File: src/sv/fla_ram.sv
module fla_ram #(
    parameter int WIDTH = 8,
    parameter int DEPTH = 16
) (
    input  logic                     clk,
    input  logic                     we,
    input  logic [$clog2(DEPTH)-1:0] waddr,
    input  logic [WIDTH-1:0]         wdata,
    input  logic [$clog2(DEPTH)-1:0] raddr,
    output logic [WIDTH-1:0]         rdata
);

    logic [WIDTH-1:0] mem [DEPTH];
    logic [WIDTH-1:0] rdata_reg;

    always_ff @(posedge clk)
    begin
        if (we)
        begin
            mem[waddr] <= wdata;
        end
        rdata_reg <= mem[raddr];
    end

    assign rdata = rdata_reg;

endmodule

File: config.mk
export PLATFORM = sky130hd
export DESIGN_NAME = fla_ram
export DESIGN_NICKNAME = d
export VERILOG_FILES = /design/src/sv/fla_ram.sv
export SDC_FILE = /design/constraint.sdc
export NUM_CORES = 1
export LEC_CHECK = 0
export ABC_AREA = 1
export BUFFER_PORTS_ARGS = -buffer_cell sky130_fd_sc_hd__buf_2
export CAP_MARGIN = 10
export CORE_ASPECT_RATIO = 2
export CORE_MARGIN = 5
export CORE_UTILIZATION = 55
export DETAILED_ROUTE_END_ITERATION = 12
export PLACE_DENSITY = 0.72
export SYNTH_ARGS = -nofsm -noshare
export SYNTH_HDL_FRONTEND = slang
export SYNTH_SLANG_ARGS = --single-unit
File: constraint.sdc
create_clock -name clk -period 2.05 [get_ports clk]
set_input_delay 0 -clock clk [delete_from_list [all_inputs] [get_ports clk]]
set_output_delay 0 -clock clk [all_outputs]
set_load 0.005 [all_outputs]
-- After elaboration in Yosys (flattened, before gate mapping)
Memories as Yosys holds them, arrays and structs flattened. A register that Yosys moved wholly into a read port is not among the register bits.
Index checks and enable logic that the tools add are counted.
- register bits: 0
- bits in writable memories: 128
- output and inout port bits: 8
- memories kept: 1
- muxes and demuxes: 2
- memories (memory ; depth ; bits a word ; rd ports ; clocked after memory_dff ; write ports ; line ; RTL):
    mem ; 16 ; 8 ; 1 ; 1 ; 1 ; 13 ; logic [WIDTH-1:0] mem [DEPTH];
- operators with widths (operator ; count):
    1-bit two-way mux ; 2

-- Depth between registers and ports, before layout
- depth after elaboration: 2
- mapped depth: 8

-- Worst setup path after synthesis
OpenSTA, ideal clock, no wires.
- path type: in2reg
- start point: input port waddr[2]
- end point: memory mem[10][0], enable pin
- data arrival time: 0.581 ns
- data required time: 1.680 ns
- slack: 1.099 ns
- stages: 2
- path buffers: 0
- cells stage by stage: nand3b_1 -> nor2_1
- RTL lines (what ; line ; RTL):
    from (decl) ; 7 ; input logic [$clog2(DEPTH)-1:0] waddr,
    to (decl) ; 13 ;
No word-level cell before the write port.

==> flow_summary.json <==
{
  "fillCellCount": 843,
  "p_per_area_mw_per_mm2": 971,
  "slew_viol_final": 0,
  "remaining_drc_errors": 0,
  "layout_min_cycle_time_ns": 1.07,
  "worstSkewPairLatency_ns": 0.42,
  "crit_required_ns": 2.35,
  "end_kind": "flop",
  "antennaDiodeCount": 0,
  "p_leak_nw": 2.81,
  "grt_pass1_wl_um": 20100,
  "slew_headroom_pct": 46.3,
  "cts_buffer_depth": 2,
  "timing.hold.ws_ns": 0.0224,
  "cts-buffers-inserted": 17,
  "grtUsageTotal_pct": 22.4,
  "num_io_pins": 26,
  "crit_chain": "inv_1 > nand2_1 > nand3_1 > nand3_1 > nand3_1 > nand2_1",
  "cp.arrival_ns": 1.38,
  "fin_area_sq_mm": 0.00651,
  "areaGrowthSynthToFinish_pct": 12.8,
  "largest_register_ffs": 128,
  "cp_slowest_stage_delay_ns": 0.36,
  "final.setup.tns_ns": 0,
  "drt-vias-per-instance": 5.23,
  "drive_above_1_share_pct": 9.54,
  "cpMostUsedCell": "nand3_1",
  "clk_pin_slew_ns": 0.06,
  "hold_path_depth": 1,
  "ys_seq_elements": 136,
  "drtIter0Drc": 263,
  "synth_commonest_cells": "nand2_1, edfxtp_1, inv_1, nand3_1, nor2_1",
  "cts-resized-gates": 0,
  "routed_wl_um": 12900,
  "dr.pass1.iters": 5,
  "hold_class": "in -> reg",
  "grt_pass1_vias": 3697,
  "netlist_instances": 551,
  "die_h_um": 155,
  "dp_hpwl_um": 8390,
  "grt_max_degree": 59,
  "core_area_sq_mm": 0.0104,
  "clockRootBuffer": "clkbuf_16",
  "ir_worst_vdd_uv": 682,
  "synthTopCellsByArea": "edfxtp_1, nand2_1, nand3_1",
  "crit_path_start_kind": "flop",
  "synth_fp_nets": 569,
  "rows": 53,
  "fmax_mhz": 934,
  "path_class": "reg -> reg",
  "cpMaxStageDelayCell": "edfxtp_1",
  "num_vias": 3784,
  "cts_tree": "done",
  "cts_sinks": 136,
  "yosysWarnings": 0,
  "final_antenna_net_count": 0,
  "start_util_pct": 55.4,
  "dieArea_sq_mm": 0.0128,
  "multi_input_area_sq_mm": 0.00121,
  "synth_cell_types": 12,
  "yosysSeqAreaShare_pct": 69.4,
  "maxCapViolCount": 0,
  "nets": 594,
  "post_drt_wl_per_cell_um": 17.8,
  "ctsHoldBuffers": 2,
  "htree_levels": 4,
  "worst_pin_slew_ns": 0.802,
  "syn-cell-area_sq_mm": 0.00577,
  "hold_viol_final": 0,
  "yosysTopAreaCell": "edfxtp_1",
  "reg2reg_depth": 6,
  "gp_congestion": 0.868,
  "rsz0062_at_grt": "no",
  "yosys.area.top_type_share_pct": 66.7,
  "synth_edf_count": 128,
  "synth.avg_cell_area_sq_um": 10.5,
  "placed_area_sq_mm": 0.00594,
  "setup_viol": 0,
  "status": "complete, no violations",
  "synth_ff_type": "edfxtp_1",
  "dp_cells": 692,
  "fin_cells": 724,
  "fin_skew_ns": 0.00831,
  "synthMostInstantiatedCell": "nand2_1",
  "die_w_um": 82.4,
  "regArea_sq_mm": 0.00400,
  "finalCritPeriodShare_pct": 52.2,
  "async_flop_share_pct": 0,
  "critical_path.max_fanout": 1,
  "antenna_found_initial": 0,
  "post_cts_buffers": 0,
  "grt-ovfl-total": 0,
  "io_buffers": 25
}
-- cells in the final DEF, fill, tap and decap left out, drive strengths merged --
master and instances:
buf 28, bufinv 2, clkbuf 20, clkinv 5
clkinvlp 3, dfxtp 8, dlygate4sd3 2, edfxtp 128
inv 102, nand2 173, nand3 97, nand3b 2
nor2 17
-- path summary, 6_finish.rpt --
path | from | end | slack [ns]
max | mem[3][2] | rdata[2] | 0.98
min | wdata[4] | mem[7][4] | 0.02
max reg2reg | mem[3][2] | rdata[2] | 0.98
min reg2reg | mem[13][1] | rdata[1] | 0.67
-- cells by family after synthesis --
| kind of cell | synth area share, % |
|---|---|
| DFF | 69.4 |
| and+or+nand+nor | 21.0 |
| buffers and inverters | 9.52 |
-- stage by stage --
stage	setup WS [ns]	power (mW)	utilization [%]
global placement	0.725	3.55	57.1
floorplan	1.10	3.40	-
global route	0.920	6.50	62.5
detailed placement	0.691	3.55	57.1
finish	0.979	6.32	62.5
CTS	0.998	6.34	62.5
-- layout make-up --
cell class | count | share of cell area, %
multi-input cells | 289 | 18.7
well taps | 137 | 2.63
clock buffers | 20 | 6.71
flip-flops and latches | 136 | 61.5
repair buffers | 30 | 2.96
inverters | 102 | 5.88
clock inverters | 10 | 1.63
-- critical path: cells and delay by family, from the launching register on --
kind	cells	cell delay [ns]
buffers and inverters	1	0.07
DFF	1	0.36
and+or+nand+nor	5	0.52
-- metal layers --
layer / GRT usage (%) / part of all wire (%) / vias up
met5: 0 / 0 / -
met4: 11.2 / 3.4 / 0
met3: 4.37 / 5.6 / 36
met2: 36.8 / 53 / 149
met1: 27.6 / 38 / 1783
li1: - / - / 1816
-- power breakdown --
part / internal [mW] / leakage (nW) / switching (mW)
Clock: 1.76 / 0.259 / 1.06
Combinational: 0.106 / 1.32 / 0.267
Sequential: 3.11 / 1.22 / 0.0162
Note: power is estimated with default switching activity, not from simulation.
