## src/sv/fla_pkg.sv

```systemverilog
package fla_pkg;

    localparam int ENTRIES    = 1024;
    localparam int IDX_W      = 10;
    localparam int PSIZE_W    = 11;
    localparam int LINK_W     = IDX_W + 1;
    localparam int FUNC_W     = 2;
    localparam int STATUS_W   = 2;
    localparam int CFG_IDX_W  = 2;
    localparam int CFG_DATA_W = 11;

    localparam logic [PSIZE_W-1:0] ENTRIES_SZ = PSIZE_W'(ENTRIES);

    localparam logic [FUNC_W-1:0] FUNC_ALLOC   = 2'd0;
    localparam logic [FUNC_W-1:0] FUNC_RELEASE = 2'd1;
    localparam logic [FUNC_W-1:0] FUNC_FORMAT  = 2'd2;

    localparam logic [STATUS_W-1:0] STATUS_OK      = 2'd0;
    localparam logic [STATUS_W-1:0] STATUS_EMPTY   = 2'd1;
    localparam logic [STATUS_W-1:0] STATUS_INVALID = 2'd2;

    localparam logic [CFG_IDX_W-1:0] REG_POOL_SIZE     = 2'd0;
    localparam logic [CFG_IDX_W-1:0] REG_SENTINEL_EN   = 2'd1;
    localparam logic [CFG_IDX_W-1:0] REG_SENTINEL_SLOT = 2'd2;

    typedef struct packed {
        logic [PSIZE_W-1:0] pool_size;
        logic               sentinel_enable;
        logic [IDX_W-1:0]   sentinel_slot;
    } cfg_t;

    typedef struct packed {
        logic              we;
        logic [IDX_W-1:0]  waddr;
        logic [LINK_W-1:0] wdata;
        logic [IDX_W-1:0]  raddr;
    } ram_req_t;

endpackage

```

## src/sv/fla_req_if.sv

```systemverilog
interface fla_req_if;
    import fla_pkg::*;

    logic              valid;
    logic              ready;
    logic [FUNC_W-1:0] func;
    logic [IDX_W-1:0]  slot_index;

    modport source (output valid, output func, output slot_index, input ready);
    modport sink (input valid, input func, input slot_index, output ready);

endinterface

```

## src/sv/fla_rsp_if.sv

```systemverilog
interface fla_rsp_if;
    import fla_pkg::*;

    logic                valid;
    logic                ready;
    logic [STATUS_W-1:0] status;
    logic [IDX_W-1:0]    granted_index;

    modport source (output valid, output status, output granted_index, input ready);
    modport sink (input valid, input status, input granted_index, output ready);

endinterface

```

## src/sv/fla_core.sv

```systemverilog
module fla_core (
    input  logic                        clk,
    input  logic                        rst_n,
    fla_req_if.sink                     req,
    fla_rsp_if.source                   rsp,
    input  fla_pkg::cfg_t               cfg,
    output fla_pkg::ram_req_t           ram_req,
    input  logic [fla_pkg::LINK_W-1:0]  ram_rdata
);
    import fla_pkg::*;

    typedef enum logic [2:0] {
        S_IDLE  = 3'b001,
        S_ALLOC = 3'b010,
        S_FMT   = 3'b100
    } state_t;

    state_t              state_reg, state_next;
    logic [IDX_W-1:0]    head_index_reg, head_index_next;
    logic                head_valid_reg, head_valid_next;
    logic [PSIZE_W-1:0]  cnt_reg, cnt_next;
    logic [IDX_W-1:0]    last_reg, last_next;
    logic                have_last_reg, have_last_next;
    logic                rsp_valid_reg, rsp_valid_next;
    logic [STATUS_W-1:0] status_reg, status_next;
    logic [IDX_W-1:0]    granted_reg, granted_next;

    logic [PSIZE_W-1:0]  eff_size;
    logic                accept;
    logic                cnt_in_pool;
    logic                is_sentinel;

    assign eff_size    = (cfg.pool_size > ENTRIES_SZ) ? ENTRIES_SZ : cfg.pool_size;
    assign req.ready   = (state_reg == S_IDLE) && (!rsp_valid_reg || rsp.ready);
    assign accept      = req.valid && req.ready;
    assign cnt_in_pool = cnt_reg < eff_size;
    assign is_sentinel = cfg.sentinel_enable && (cnt_reg[IDX_W-1:0] == cfg.sentinel_slot);

    always_comb
    begin
        state_next      = state_reg;
        head_index_next = head_index_reg;
        head_valid_next = head_valid_reg;
        cnt_next        = cnt_reg;
        last_next       = last_reg;
        have_last_next  = have_last_reg;
        rsp_valid_next  = rsp_valid_reg && !rsp.ready;
        status_next     = status_reg;
        granted_next    = granted_reg;
        ram_req         = '0;
        ram_req.raddr   = head_index_reg;

        case (state_reg)
            S_IDLE:
            begin
                if (accept)
                begin
                    case (req.func)
                        FUNC_ALLOC:
                        begin
                            if (!head_valid_reg)
                            begin
                                rsp_valid_next = 1'b1;
                                status_next    = STATUS_EMPTY;
                                granted_next   = '0;
                            end
                            else
                            begin
                                // link of the head is read at this edge
                                state_next = S_ALLOC;
                            end
                        end
                        FUNC_RELEASE:
                        begin
                            rsp_valid_next = 1'b1;
                            granted_next   = '0;
                            if ({1'b0, req.slot_index} >= eff_size)
                            begin
                                status_next = STATUS_INVALID;
                            end
                            else
                            begin
                                status_next     = STATUS_OK;
                                ram_req.we      = 1'b1;
                                ram_req.waddr   = req.slot_index;
                                ram_req.wdata   = {head_valid_reg, head_index_reg};
                                head_index_next = req.slot_index;
                                head_valid_next = 1'b1;
                            end
                        end
                        FUNC_FORMAT:
                        begin
                            cnt_next       = '0;
                            last_next      = '0;
                            have_last_next = 1'b0;
                            state_next     = S_FMT;
                        end
                        default:
                        begin
                            rsp_valid_next = 1'b1;
                            status_next    = STATUS_OK;
                            granted_next   = '0;
                        end
                    endcase
                end
            end
            S_ALLOC:
            begin
                head_index_next = ram_rdata[IDX_W-1:0];
                head_valid_next = ram_rdata[IDX_W];
                rsp_valid_next  = 1'b1;
                status_next     = STATUS_OK;
                granted_next    = head_index_reg;
                state_next      = S_IDLE;
            end
            S_FMT:
            begin
                if (cnt_in_pool)
                begin
                    if (!is_sentinel)
                    begin
                        ram_req.we     = 1'b1;
                        ram_req.waddr  = cnt_reg[IDX_W-1:0];
                        ram_req.wdata  = {have_last_reg, last_reg};
                        last_next      = cnt_reg[IDX_W-1:0];
                        have_last_next = 1'b1;
                    end
                    cnt_next = cnt_reg + PSIZE_W'(1);
                end
                else
                begin
                    head_index_next = last_reg;
                    head_valid_next = have_last_reg;
                    rsp_valid_next  = 1'b1;
                    status_next     = STATUS_OK;
                    granted_next    = '0;
                    state_next      = S_IDLE;
                end
            end
            default:
            begin
                state_next = S_IDLE;
            end
        endcase
    end

    always_ff @(posedge clk or negedge rst_n)
    begin
        if (!rst_n)
        begin
            state_reg      <= S_IDLE;
            head_index_reg <= '0;
            head_valid_reg <= 1'b0;
            rsp_valid_reg  <= 1'b0;
        end
        else
        begin
            state_reg      <= state_next;
            head_index_reg <= head_index_next;
            head_valid_reg <= head_valid_next;
            rsp_valid_reg  <= rsp_valid_next;
        end
    end

    always_ff @(posedge clk)
    begin
        cnt_reg       <= cnt_next;
        last_reg      <= last_next;
        have_last_reg <= have_last_next;
        status_reg    <= status_next;
        granted_reg   <= granted_next;
    end

    assign rsp.valid         = rsp_valid_reg;
    assign rsp.status        = status_reg;
    assign rsp.granted_index = granted_reg;

endmodule
```

## src/flat_wrapper.sv

```systemverilog
// flat-port wrapper written by rule: the top's interface ports become plain ports
module fla_core_flat import fla_pkg::*;
  (clk, rst_n, cfg, ram_req, ram_rdata, req_valid, req_func, req_slot_index, req_ready, rsp_valid, rsp_status, rsp_granted_index, rsp_ready);
  fla_req_if req_i ();
  fla_rsp_if rsp_i ();
  input  logic clk;
  input  logic rst_n;
  input  fla_pkg::cfg_t cfg;
  output fla_pkg::ram_req_t ram_req;
  input  logic [fla_pkg::LINK_W-1:0] ram_rdata;
  input wire logic [$bits(req_i.valid)-1:0] req_valid;
  input wire logic [$bits(req_i.func)-1:0] req_func;
  input wire logic [$bits(req_i.slot_index)-1:0] req_slot_index;
  output wire logic [$bits(req_i.ready)-1:0] req_ready;
  output wire logic [$bits(rsp_i.valid)-1:0] rsp_valid;
  output wire logic [$bits(rsp_i.status)-1:0] rsp_status;
  output wire logic [$bits(rsp_i.granted_index)-1:0] rsp_granted_index;
  input wire logic [$bits(rsp_i.ready)-1:0] rsp_ready;
  assign req_i.valid = req_valid;
  assign req_i.func = req_func;
  assign req_i.slot_index = req_slot_index;
  assign req_ready = req_i.ready;
  assign rsp_valid = rsp_i.valid;
  assign rsp_status = rsp_i.status;
  assign rsp_granted_index = rsp_i.granted_index;
  assign rsp_i.ready = rsp_ready;
  fla_core u_core (.clk(clk), .rst_n(rst_n), .req(req_i), .rsp(rsp_i), .cfg(cfg), .ram_req(ram_req), .ram_rdata(ram_rdata));
endmodule
```

## config.mk

```make
export PLATFORM = sky130hd
export DESIGN_NAME = fla_core_flat
export DESIGN_NICKNAME = d
export VERILOG_FILES = /design/src/sv/fla_pkg.sv /design/src/sv/fla_req_if.sv /design/src/sv/fla_rsp_if.sv /design/src/sv/fla_core.sv /design/src/flat_wrapper.sv
export SDC_FILE = /design/constraint.sdc
export NUM_CORES = 1
export LEC_CHECK = 0
export ABC_AREA = 1
export BUFFER_PORTS_ARGS = -buffer_cell sky130_fd_sc_hd__clkbuf_2
export CORE_AREA = 2 2 87 89
export CTS_CLUSTER_SIZE = 16
export DETAILED_ROUTE_END_ITERATION = 16
export DIE_AREA = 0 0 89 91
export PLACE_DENSITY_LB_ADDON = 0.3
export SLEW_MARGIN = 20
export SYNTH_ARGS = -nofsm -noshare
export SYNTH_HDL_FRONTEND = slang
export SYNTH_SLANG_ARGS = --single-unit
```

## constraint.sdc

```tcl
create_clock -name clk -period 5.6 [get_ports clk]
set_clock_uncertainty 0.15 [all_clocks]
set_input_delay 0.84 -clock clk [delete_from_list [all_inputs] [get_ports clk]]
set_output_delay 0.84 -clock clk [all_outputs]
set_load 0.02 [all_outputs]
```

* Word-level counts from Yosys, hierarchy flattened *
Index checks and enable logic that the tools add are counted.

operators by class
  $add $sub $neg = 1
  $lt $le $gt $ge = 3
  eq/ne operators = 17
  multiplexer cells = 52
  reduce and logical (&&, ||, !) cells = 15

operators with widths
  operator                                                                 count
  10-bit 2-to-1 mux                                                        11
  22-bit 2-to-1 mux                                                        5
  10-bit one-hot mux with 3 select lines                                   2
  11-bit 2-to-1 mux                                                        4
  22-bit one-hot mux with 2 select lines                                   1
  10-bit one-hot mux with 2 select lines                                   2
  11-bit one-hot mux with 2 select lines                                   1
  5-bit AND reduction                                                      3
  2-bit inequality test, second input constant                             6
  2-bit one-hot mux with 3 select lines                                    2
  3-bit one-hot mux with 2 select lines                                    2
  11-bit by 1-bit adder with 11-bit output, second input constant          1
  10-bit by 11-bit greater-or-equal comparator with 1-bit output           1
  11-bit > comparator, second input constant                               1
  11-bit < comparator                                                      1
  1-bit 2-to-1 mux                                                         11
  10-bit == test                                                           1
  3-bit 2-to-1 mux                                                         3
  2-bit 2-to-1 mux                                                         4
  4-bit AND reduction                                                      2
  3-bit inequality test, second input constant                             2
  1-bit one-hot mux with 3 select lines                                    2
  1-bit logical AND                                                        4
  2-bit by 1-bit inequality test with 1-bit output, second input constant  2
  12 further kinds                                                         14

storage, ports and cells
  bits in registers = 49
  input port bits = 49
  output and inout bits = 46

* Depth between registers and ports, before layout *
Gate-level depths: netlist of the first run.

  depth after elaboration = 7
  gate-level depth with buffers = 19
  depth with buffers taken out = 18

* Worst setup path after synthesis of the first run *
Ideal clock, no wire load.

  path type = input to output
  start point = input cfg[13] in the netlist's numbering
  end point = output ram_req[10] in the netlist's numbering
  arrival time = 2.812 ns
  data required time = 4.610 ns
  setup slack = 1.798 ns
  cell stages on the path = 14
  buffers on the path = 0
  cells stage by stage = nor4_1 -> nand3_1 -> nand2_1 -> nand2_1 -> ha_1 -> nand2_1 -> inv_1 -> nand2_1 -> nand2_1 -> a21oi_1 -> nand2_1 -> inv_2 -> nand2_2 -> o21ai_0

RTL lines
  what         line               RTL
  from (decl)  flat_wrapper.sv:8  input fla_pkg::cfg_t cfg;
  to (decl)    flat_wrapper.sv:9  output fla_pkg::ram_req_t ram_req;

==> metrics.md, run 1 <==
| Metric | Value |
|---|---|
| Outcome | completed |
| Register area | 1400 µm² |
| Slew headroom | 30.1% |
| Syn avg cell area | 7.85 µm² |
| Non-Filler Instances | 627 |
| LEAKAGE | 1.98 nW |
| Die height | 91 µm |
| DRT antenna net count | 0 |
| R2r setup slk | 2660 ps |
| Cts hold-fix bufs | 0 |
| Startpoint Class | input port |
| Max reg flops | 11 |
| Final wirelength | 9.11 mm |
| Post-CTS resize count | 0 |
| Clock transition at path regs | 90 ps |
| Ant diodes | 0 |
| Fmax | 0.218 GHz |
| DRT Pass-1 Iters | 6 |
| Syn Std Cell Area | 3480 µm² |
| Ports | 95 |
| CTS Sinks | 49 |
| Final Critical Period | 4580 ps |
| Worst R2R Start | u_core.cnt_reg[6] |
| Req. time, crit path | 4610 ps |
| Simple-gate share of the synthesized area | 28.8% |
| Crit Path Class | input port to output pin |
| Starting Density | 48.7% |
| Clock latency on the worst-skew pair | 310 ps |
| DIE AREA | 8100 µm² |
| DR iter-0 viols | 175 |
| Final #Nets | 597 |
| PD cells | 440 nW/µm² |
| Post-CTS setup buffer count | 0 |
| Filler cell count | 714 |
| Mapped Cells | 443 |
| Critical Path AT | 3590 ps |
| Grt ovf | 0 |
| Endpoint class of the critical path | output pin |
| Max Cap Viol | 0 |
| Worst-margin pin slew | 1040 ps |
| Routed len/inst | 14.5 µm |
| Total Routing Usage GR | 22.7% |
| Synth Area in Adders | 7.56% |
| First-pass GRT wire length | 14.4 mm |
| Share of layout cells above drive strength 1 | 26.7% |
| Min-Delay Path Class | input port to asynchronous set/reset pin |
| Pin count of the biggest net entering global routing | 23 |
| Net Count, Synth | 513 |
| Final period utilization | 81.8% |
| Worst Path Max Fanout | 14 |
| Setup tns final | 0 ps |
| Buffers on Ports | 94 |
| Via count | 3311 |
| Clock buffer count from CTS | 5 |
| R2R Path End | u_core.last_reg[2] |
| VDD IR max | 0.000195 V |
| Number of global-route vias before repair | 3069 |
| R2R cell count | 10 |
| Cells after DPL | 619 |
| Area fraction in compound gates after synthesis | 12.7% |
| Placeable core area | 7140 µm² |
| Slew Viols, Final | 0 |
| Sequential area share after synthesis | 40.2% |
| Fin. Hold Viols | 0 |
| Mux cell area share after synthesis | 0% |
| Synth Register Bits | 49 |
| Ys Warns | 0 |
| Area delta synth->final | 17.1% |
| Die width | 89 µm |
| Main combinational cell family by area after synthesis | simple AND/OR/NAND/NOR gates |
| Area of the multi-input gates | 1750 µm² |
| H-tree depth | 2 |
| Worst path max stage delay | 460 ps |
| Final Power | 0.00179 W |
| Rows | 31 |
| Synth Area in XOR/XNOR | 1.26% |
| DRC errors left | 0 |
| DP HPWL | 7.37 mm |
| Max stage delay cell, worst path | nand3b_1 |
| Clk buf depth | 2 |
| # setup viols final | 0 |
| Initial antenna violation count | 0 |
| RSZ-0062 raised after global routing | no |
| Root Buffer | clkbuf_8 |
| Placer congestion estimate | 0.954 |
| DR vias/cell | 5.28 |
| TritonCTS clock tree | done |
| Unique masters post-synth | 37 |
| Crit-path cells | clkbuf_2 -> nor4_1 -> nand3_1 -> nand2_1 -> nand2_1 -> ha_1 -> nand4_1 -> nand3b_1 -> nand3_2 -> o21ai_0 -> clkbuf_2 |
==> critical path, delay by kind of cell <==
| family | cells | cell delay (ps) |
|---|---|---|
| AO/OA/AOI/OAI | 1 | 390 |
| buffers and inverters | 2 | 320 |
| AND/OR/NAND/NOR | 7 | 1690 |
| adder cells (fa/ha/maj) | 1 | 340 |
==> worst max path at each step <==
| stage | start | endpoint | slack (ps) | cells after the start |
|---|---|---|---|---|
| 2_1_floorplan | cfg[13] | ram_req[10] | 1800 | 14 |
| 3_3_place_gp | cfg[13] | ram_req[21] | 1170 | 11 |
| 3_5_place_dp | cfg[13] | ram_req[21] | 1100 | 12 |
| 4_1_cts | cfg[13] | ram_req[21] | 1120 | 12 |
| 5_1_grt | cfg[13] | ram_req[21] | 840 | 11 |
| 6_report | cfg[13] | ram_req[21] | 1020 | 11 |
==> routing by layer <==
metal	part of all wire, %	vias up	track usage, %
met1	42	1487	29.7
met3	7.1	19	4.18
met2	49	160	37.6
li1	-	1645	-
met4	2.2	0	6.84
met5	0	-	0
==> where the power goes <==
part	internal, W	leakage, nW	switching (W)
logic	0.000246	1.42	0.000604
clock network	0.000116	0.0536	0.000124
registers	0.000584	0.510	0.000115
total	0.000947	1.98	0.000843
==> synthesized netlist by cell type, drive strengths merged <==
cell type | number | share of area (%)
edfxtp | 34 | 29
dfstp | 1 | 0.76
a211oi | 1 | 0.22
nor3b | 1 | 0.22
ha | 21 | 7.6
clkbuf | 6 | 0.79
nor2 | 51 | 5.7
o2111ai | 1 | 0.25
xor2 | 3 | 0.76
inv | 59 | 6.4
nor4 | 4 | 0.72
nand3 | 33 | 5.3
xnor2 | 2 | 0.50
a21boi | 1 | 0.22
nor3 | 4 | 0.72
a21oi | 18 | 2.8
o21ai | 32 | 6.6
o211ai | 11 | 2.4
nand4 | 15 | 2.7
and2 | 1 | 0.25
nand2 | 117 | 13
buf | 11 | 2.3
nand3b | 1 | 0.22
dfrtp | 14 | 10
o221ai | 1 | 0.25
==> logic make-up after synthesis <==
family | after synthesis
AO/OA/AOI/OAI | 65
XOR/XNOR | 5
adder cells (fa/ha/maj) | 21
buffers and inverters | 76
flip-flops | 49
AND/OR/NAND/NOR | 227
==> layout make-up <==
cell class	count	share of cell area, %
clock buffers	7	2.40
inverters	59	5.44
flip-flops and latches	49	34.3
well taps	99	3.04
multi-input cells	318	43.0
clock inverters	1	0.215
repair buffers	94	11.6
==> cells in the final DEF (no fill, tap or decap), types with 2 or more instances in the layout <==
| cell | synthesis | final |
|---|---|---|
| o21ai_2 | 18 | 18 |
| clkbuf_8 | 0 | 5 |
| nor2_2 | 3 | 3 |
| o211ai_1 | 11 | 11 |
| o21ai_1 | 2 | 2 |
| nor2_1 | 48 | 48 |
| nand2_1 | 113 | 113 |
| nand3_1 | 29 | 29 |
| nor4_1 | 4 | 4 |
| nor3_1 | 3 | 3 |
| xor2_1 | 3 | 3 |
| clkbuf_2 | 1 | 94 |
| nand3_2 | 4 | 4 |
| inv_1 | 54 | 54 |
| inv_2 | 5 | 5 |
| xnor2_1 | 2 | 2 |
| nand4_1 | 15 | 15 |
| nand2_2 | 4 | 4 |
| o21ai_0 | 12 | 12 |
| ha_1 | 21 | 21 |
| a21oi_2 | 2 | 3 |
| edfxtp_1 | 34 | 34 |
| a21oi_1 | 16 | 15 |
| dfrtp_1 | 14 | 14 |
==> stage by stage <==
| step | hold WS [ps] | util, % | instance area [µm²] | setup slack (ps) |
|---|---|---|---|---|
| after global routing | 312 | 57.0 | 4070 | 843 |
| final | 289 | 57.0 | 4070 | 1020 |
| after CTS | 300 | 57.0 | 4070 | 1120 |
| after detailed placement | 324 | 55.5 | 3960 | 1100 |
| after global placement | 316 | 55.5 | 3960 | 1170 |
| after floorplan | 306 | - | 3480 | 1800 |
No activity file was read; power rests on OpenSTA's default activity.
==> run 2, diff against run 1 <==
--- a/config.mk
+++ b/config.mk
@@ -5,12 +5,12 @@
 export SDC_FILE = /design/constraint.sdc
 export NUM_CORES = 1
 export LEC_CHECK = 0
-export ABC_AREA = 1
+export ABC_AREA = 0
 export BUFFER_PORTS_ARGS = -buffer_cell sky130_fd_sc_hd__clkbuf_2
-export CORE_AREA = 2 2 87 89
+export CORE_AREA = 2 2 82 84
 export CTS_CLUSTER_SIZE = 16
 export DETAILED_ROUTE_END_ITERATION = 16
-export DIE_AREA = 0 0 89 91
+export DIE_AREA = 0 0 84 86
 export PLACE_DENSITY_LB_ADDON = 0.3
 export SLEW_MARGIN = 20
 export SYNTH_ARGS = -nofsm -noshare
==> constraint.sdc (replaced) <==
create_clock -name clk -period 4.37 [get_ports clk]
set_clock_uncertainty 0.15 [all_clocks]
set_input_delay 0.6555 -clock clk [delete_from_list [all_inputs] [get_ports clk]]
set_output_delay 0.6555 -clock clk [all_outputs]
set_load 0.02 [all_outputs]
==> run 2 against run 1 <==
Effect of this change: synthesized cell count decreased by 33%; count of clock-buffer cells in the layout decreased by 1; die area decreased by 11%; cell area decreased by 8.2%; global-route usage decreased by 0.53 points; utilization increased by 2.5 points; via count decreased by 21%; sequential power increased by 9.4%; sequential share of layout area increased by 3.1 points; critical endpoint is now ram_req[19].
==> metrics.md, run 2 <==
| Metric | Value |
|---|---|
| Final period utilization | 88.4% |
| Most frequent cells after synthesis | edfxtp_1 (34), a22o_1 (21), ha_1 (21) |
| Clock buffer count from CTS | 5 (unchanged) |
| Most common cell after layout, fill and taps aside | clkbuf_2 |
| Ys flop type | edfxtp_1 |
| Clock transition at path regs | 90 ps (about the same) |
| Ports | 95 (unchanged) |
| Outcome | completed |
| Slew Viols, Final | 0 (unchanged) |
| DP HPWL | 6.17 mm (-16%) |
| Post-CTS setup buffer count | 0 (unchanged) |
| DIE AREA | 7220 µm² (-11%) |
| Slew headroom | 39.9% (+9.8 points) |
| Final Critical Period | 3870 ps |
| # setup viols final | 0 (unchanged) |
| Placer congestion estimate | 0.906 (-5.1%) |
| Setup tns final | 0 ps (unchanged) |
| Syn avg cell area | 10.4 µm² (+33%) |
| Initial antenna violation count | 0 (unchanged) |
| Sequential area share after synthesis | 45.1% (+4.9 points) |
| Min-Delay Path Class | input port to asynchronous set/reset pin |
| Rows | 29 (-6.5%) |
| Leading cell types in the layout, fill and taps excluded | clkbuf_2 (94), edfxtp_1 (34), a22o_1 (21), ha_1 (21), nor2_1 (18) |
| Ys Warns | 0 (unchanged) |
| Clock latency on the worst-skew pair | 300 ps (about the same) |
| Endpoint class of the critical path | output pin |
| Area of the multi-input gates | 1560 µm² (-11%) |
| Net Count, Synth | 367 (-28%) |
| RSZ-0062 raised after global routing | no |
| Final #Nets | 457 (-23%) |
| Area contributors post-synth | edfxtp_1 (33%), dfrtp_1 (11%), ha_1 (8.5%) |
| Crit Path Class | input port to output pin |
| Max Cap Viol | 0 (unchanged) |
| TritonCTS clock tree | done |
| DRT Pass-1 Iters | 5 (-1) |
| Buffers on Ports | 94 (unchanged) |
| Synth Register Bits | 49 (unchanged) |
| Cts hold-fix bufs | 0 (unchanged) |
| CP top delay family | buffers and inverters |
| Fmax | 0.259 GHz |
| Async SR Flop Fraction | 30.6% (unchanged) |
| Syn Std Cell Area | 3100 µm² (-11%) |
| Pin count of the biggest net entering global routing | 28 (+22%) |
| Starting Density | 49.4% (+0.69 points) |
| DR vias/cell | 5.65 (+7.0%) |
| Startpoint Class | input port |
| Die height | 86 µm (-5.5%) |
| DRC errors left | 0 (unchanged) |
| H-tree depth | 2 (unchanged) |
| Post-CTS resize count | 0 (unchanged) |
| Count leader, synth | edfxtp_1 |
| Routed len/inst | 17.1 µm (+17%) |
| Worst Path Max Fanout | 18 (+4) |
| Final instance area | 3740 µm² (-8.2%) |
| Max reg flops | 11 (unchanged) |
| Total Routing Usage GR | 22.1% (-0.53 points) |
| Ant diodes | 0 (unchanged) |
| PD cells | 466 nW/µm² (+6.0%) |
| Max stage delay cell, worst path | ha_1 |
| Crit-path cells | clkbuf_2 -> inv_1 -> nand2_1 -> ha_1 -> a21oi_1 -> o21ai_0 -> a21oi_1 -> and3_1 -> and3_1 -> buf_4 -> a22o_1 -> clkbuf_2 |
| DRT antenna net count | 0 (unchanged) |
| CTS Sinks | 49 (unchanged) |
| Final Power | 0.00174 W (-2.7%) |
| EDFF count, synth | 34 (unchanged) |
| Clk buf depth | 2 (unchanged) |
| Final wirelength | 7.94 mm (-13%) |
| Top cell type by total area after synthesis | edfxtp_1 |
| Die width | 84 µm (-5.6%) |
| First-pass GRT wire length | 12.8 mm (-11%) |
| DR iter-0 viols | 157 (-10%) |
| Area delta synth->final | 20.6% |
| Root Buffer | clkbuf_8 |
| LEAKAGE | 1.64 nW (-17%) |
| Via count | 2627 (-21%) |
| Placeable core area | 6280 µm² (-12%) |
| Req. time, crit path | 3560 ps (-1050 ps) |
| Post-synth top area share | 32.9% (+3.6 points) |
| Worst path max stage delay | 310 ps (-150 ps) |
| Mapped Cells | 297 (-33%) |
| Number of global-route vias before repair | 2569 (-16%) |
| Share of layout cells above drive strength 1 | 29.4% (+2.7 points) |
| Critical Path AT | 3060 ps (-530 ps) |
| Worst-margin pin slew | 902 ps (-143 ps) |
| Register area | 1400 µm² (unchanged) |
| Unique masters post-synth | 49 (+32%) |
| Cell area after placement | 3630 µm² (-8.3%) |
| VDD IR max | 0.000234 V (+20%) |
| Filler cell count | 561 (-21%) |
| Sum of buffers and inverters on the critical path | 4 (+2) |
| Fin. Hold Viols | 0 (unchanged) |
| Grt ovf | 0 (unchanged) |
[run 2: changes by cell type after synthesis, sizes merged, moves of 10 or more]
cell | before | now
inv | 59 | 17
mux2i | 0 | 10
o22a | 0 | 11
nand3 | 33 | 7
o21ai | 32 | 8
and2 | 1 | 11
xnor2 | 2 | 13
o211ai | 11 | 1
nand4 | 15 | 3
o22ai | 0 | 10
nor2 | 51 | 18
nand2 | 117 | 16
a22o | 0 | 21
[run 2: worst reg2reg max path, stage by stage (launching register included)]
cell and delay [ps]:
dfstp_2 860, nor3b_4 340, and2_4 190, nand3_1 110, o32a_1 320, a21oi_2 660, mux2i_1 290
[run 2: final timing paths]
| path | start | endpoint | slack (ps) | cells past startpoint |
|---|---|---|---|---|
| min in group clk | u_core.head_index_reg[0] | u_core.head_index_reg[0] | 430 | 2 |
| min reg2reg | u_core.head_index_reg[0] | u_core.head_index_reg[0] | 430 | 2 |
| max reg2reg | u_core.state_reg[0] | u_core.head_index_reg[3] | 1360 | 6 |
| max in group asynchronous | rst_n | u_core.state_reg[0] | 3630 | 1 |
| max | cfg[21] | ram_req[19] | 500 | 12 |
| min | rst_n | u_core.rsp.valid | 110 | 1 |
[run 2: area by class of cell]
| class | instances | area share, % |
|---|---|---|
| clock buffers | 6 | 2.51 |
| clock inverters | 2 | 0.301 |
| inverters | 17 | 1.71 |
| multi-input cells | 214 | 41.7 |
| flip-flops and latches | 49 | 37.4 |
| well taps | 77 | 2.58 |
| repair buffers | 100 | 13.8 |
[run 2: cells by family after synthesis]
kind of cell	Yosys count	share of synthesized area [%]
simple gates	88	15.1
compound gates	76	18.1
flops	49	45.1
buf+inv	34	4.60
fa+ha+maj	21	8.47
xor+xnor	19	5.37
mux	10	3.23
[run 2: power by group]
part / switching, W / internal (W) / leakage [nW] / total (W)
Sequential: 0.000123 / 0.000643 / 0.497 / 0.000765
Combinational: 0.000413 / 0.000260 / 1.10 / 0.000674
Clock: 0.000158 / 0.000146 / 0.0500 / 0.000303
Total: 0.000694 / 0.00105 / 1.64 / 0.00174
[run 2: stage by stage]
step	std cells	worst slack, ps	hold slack, ps	utilization (%)
2_1_floorplan	297	799	210	-
3_3_place_gp	457	599	409	57.9
3_5_place_dp	457	535	408	57.9
4_1_cts	465	544	116	59.6
5_1_grt	465	313	132	59.6
6_report	465	505	114	59.6
[run 2: routing by layer]
metal  up-vias  GRT usage (%)  wire length, µm
met1      1235           28.9             3480
met5         -              0                0
met2       111           38.5             3840
li1       1274              -                -
met3         7           3.85              558
met4         0           5.28               61
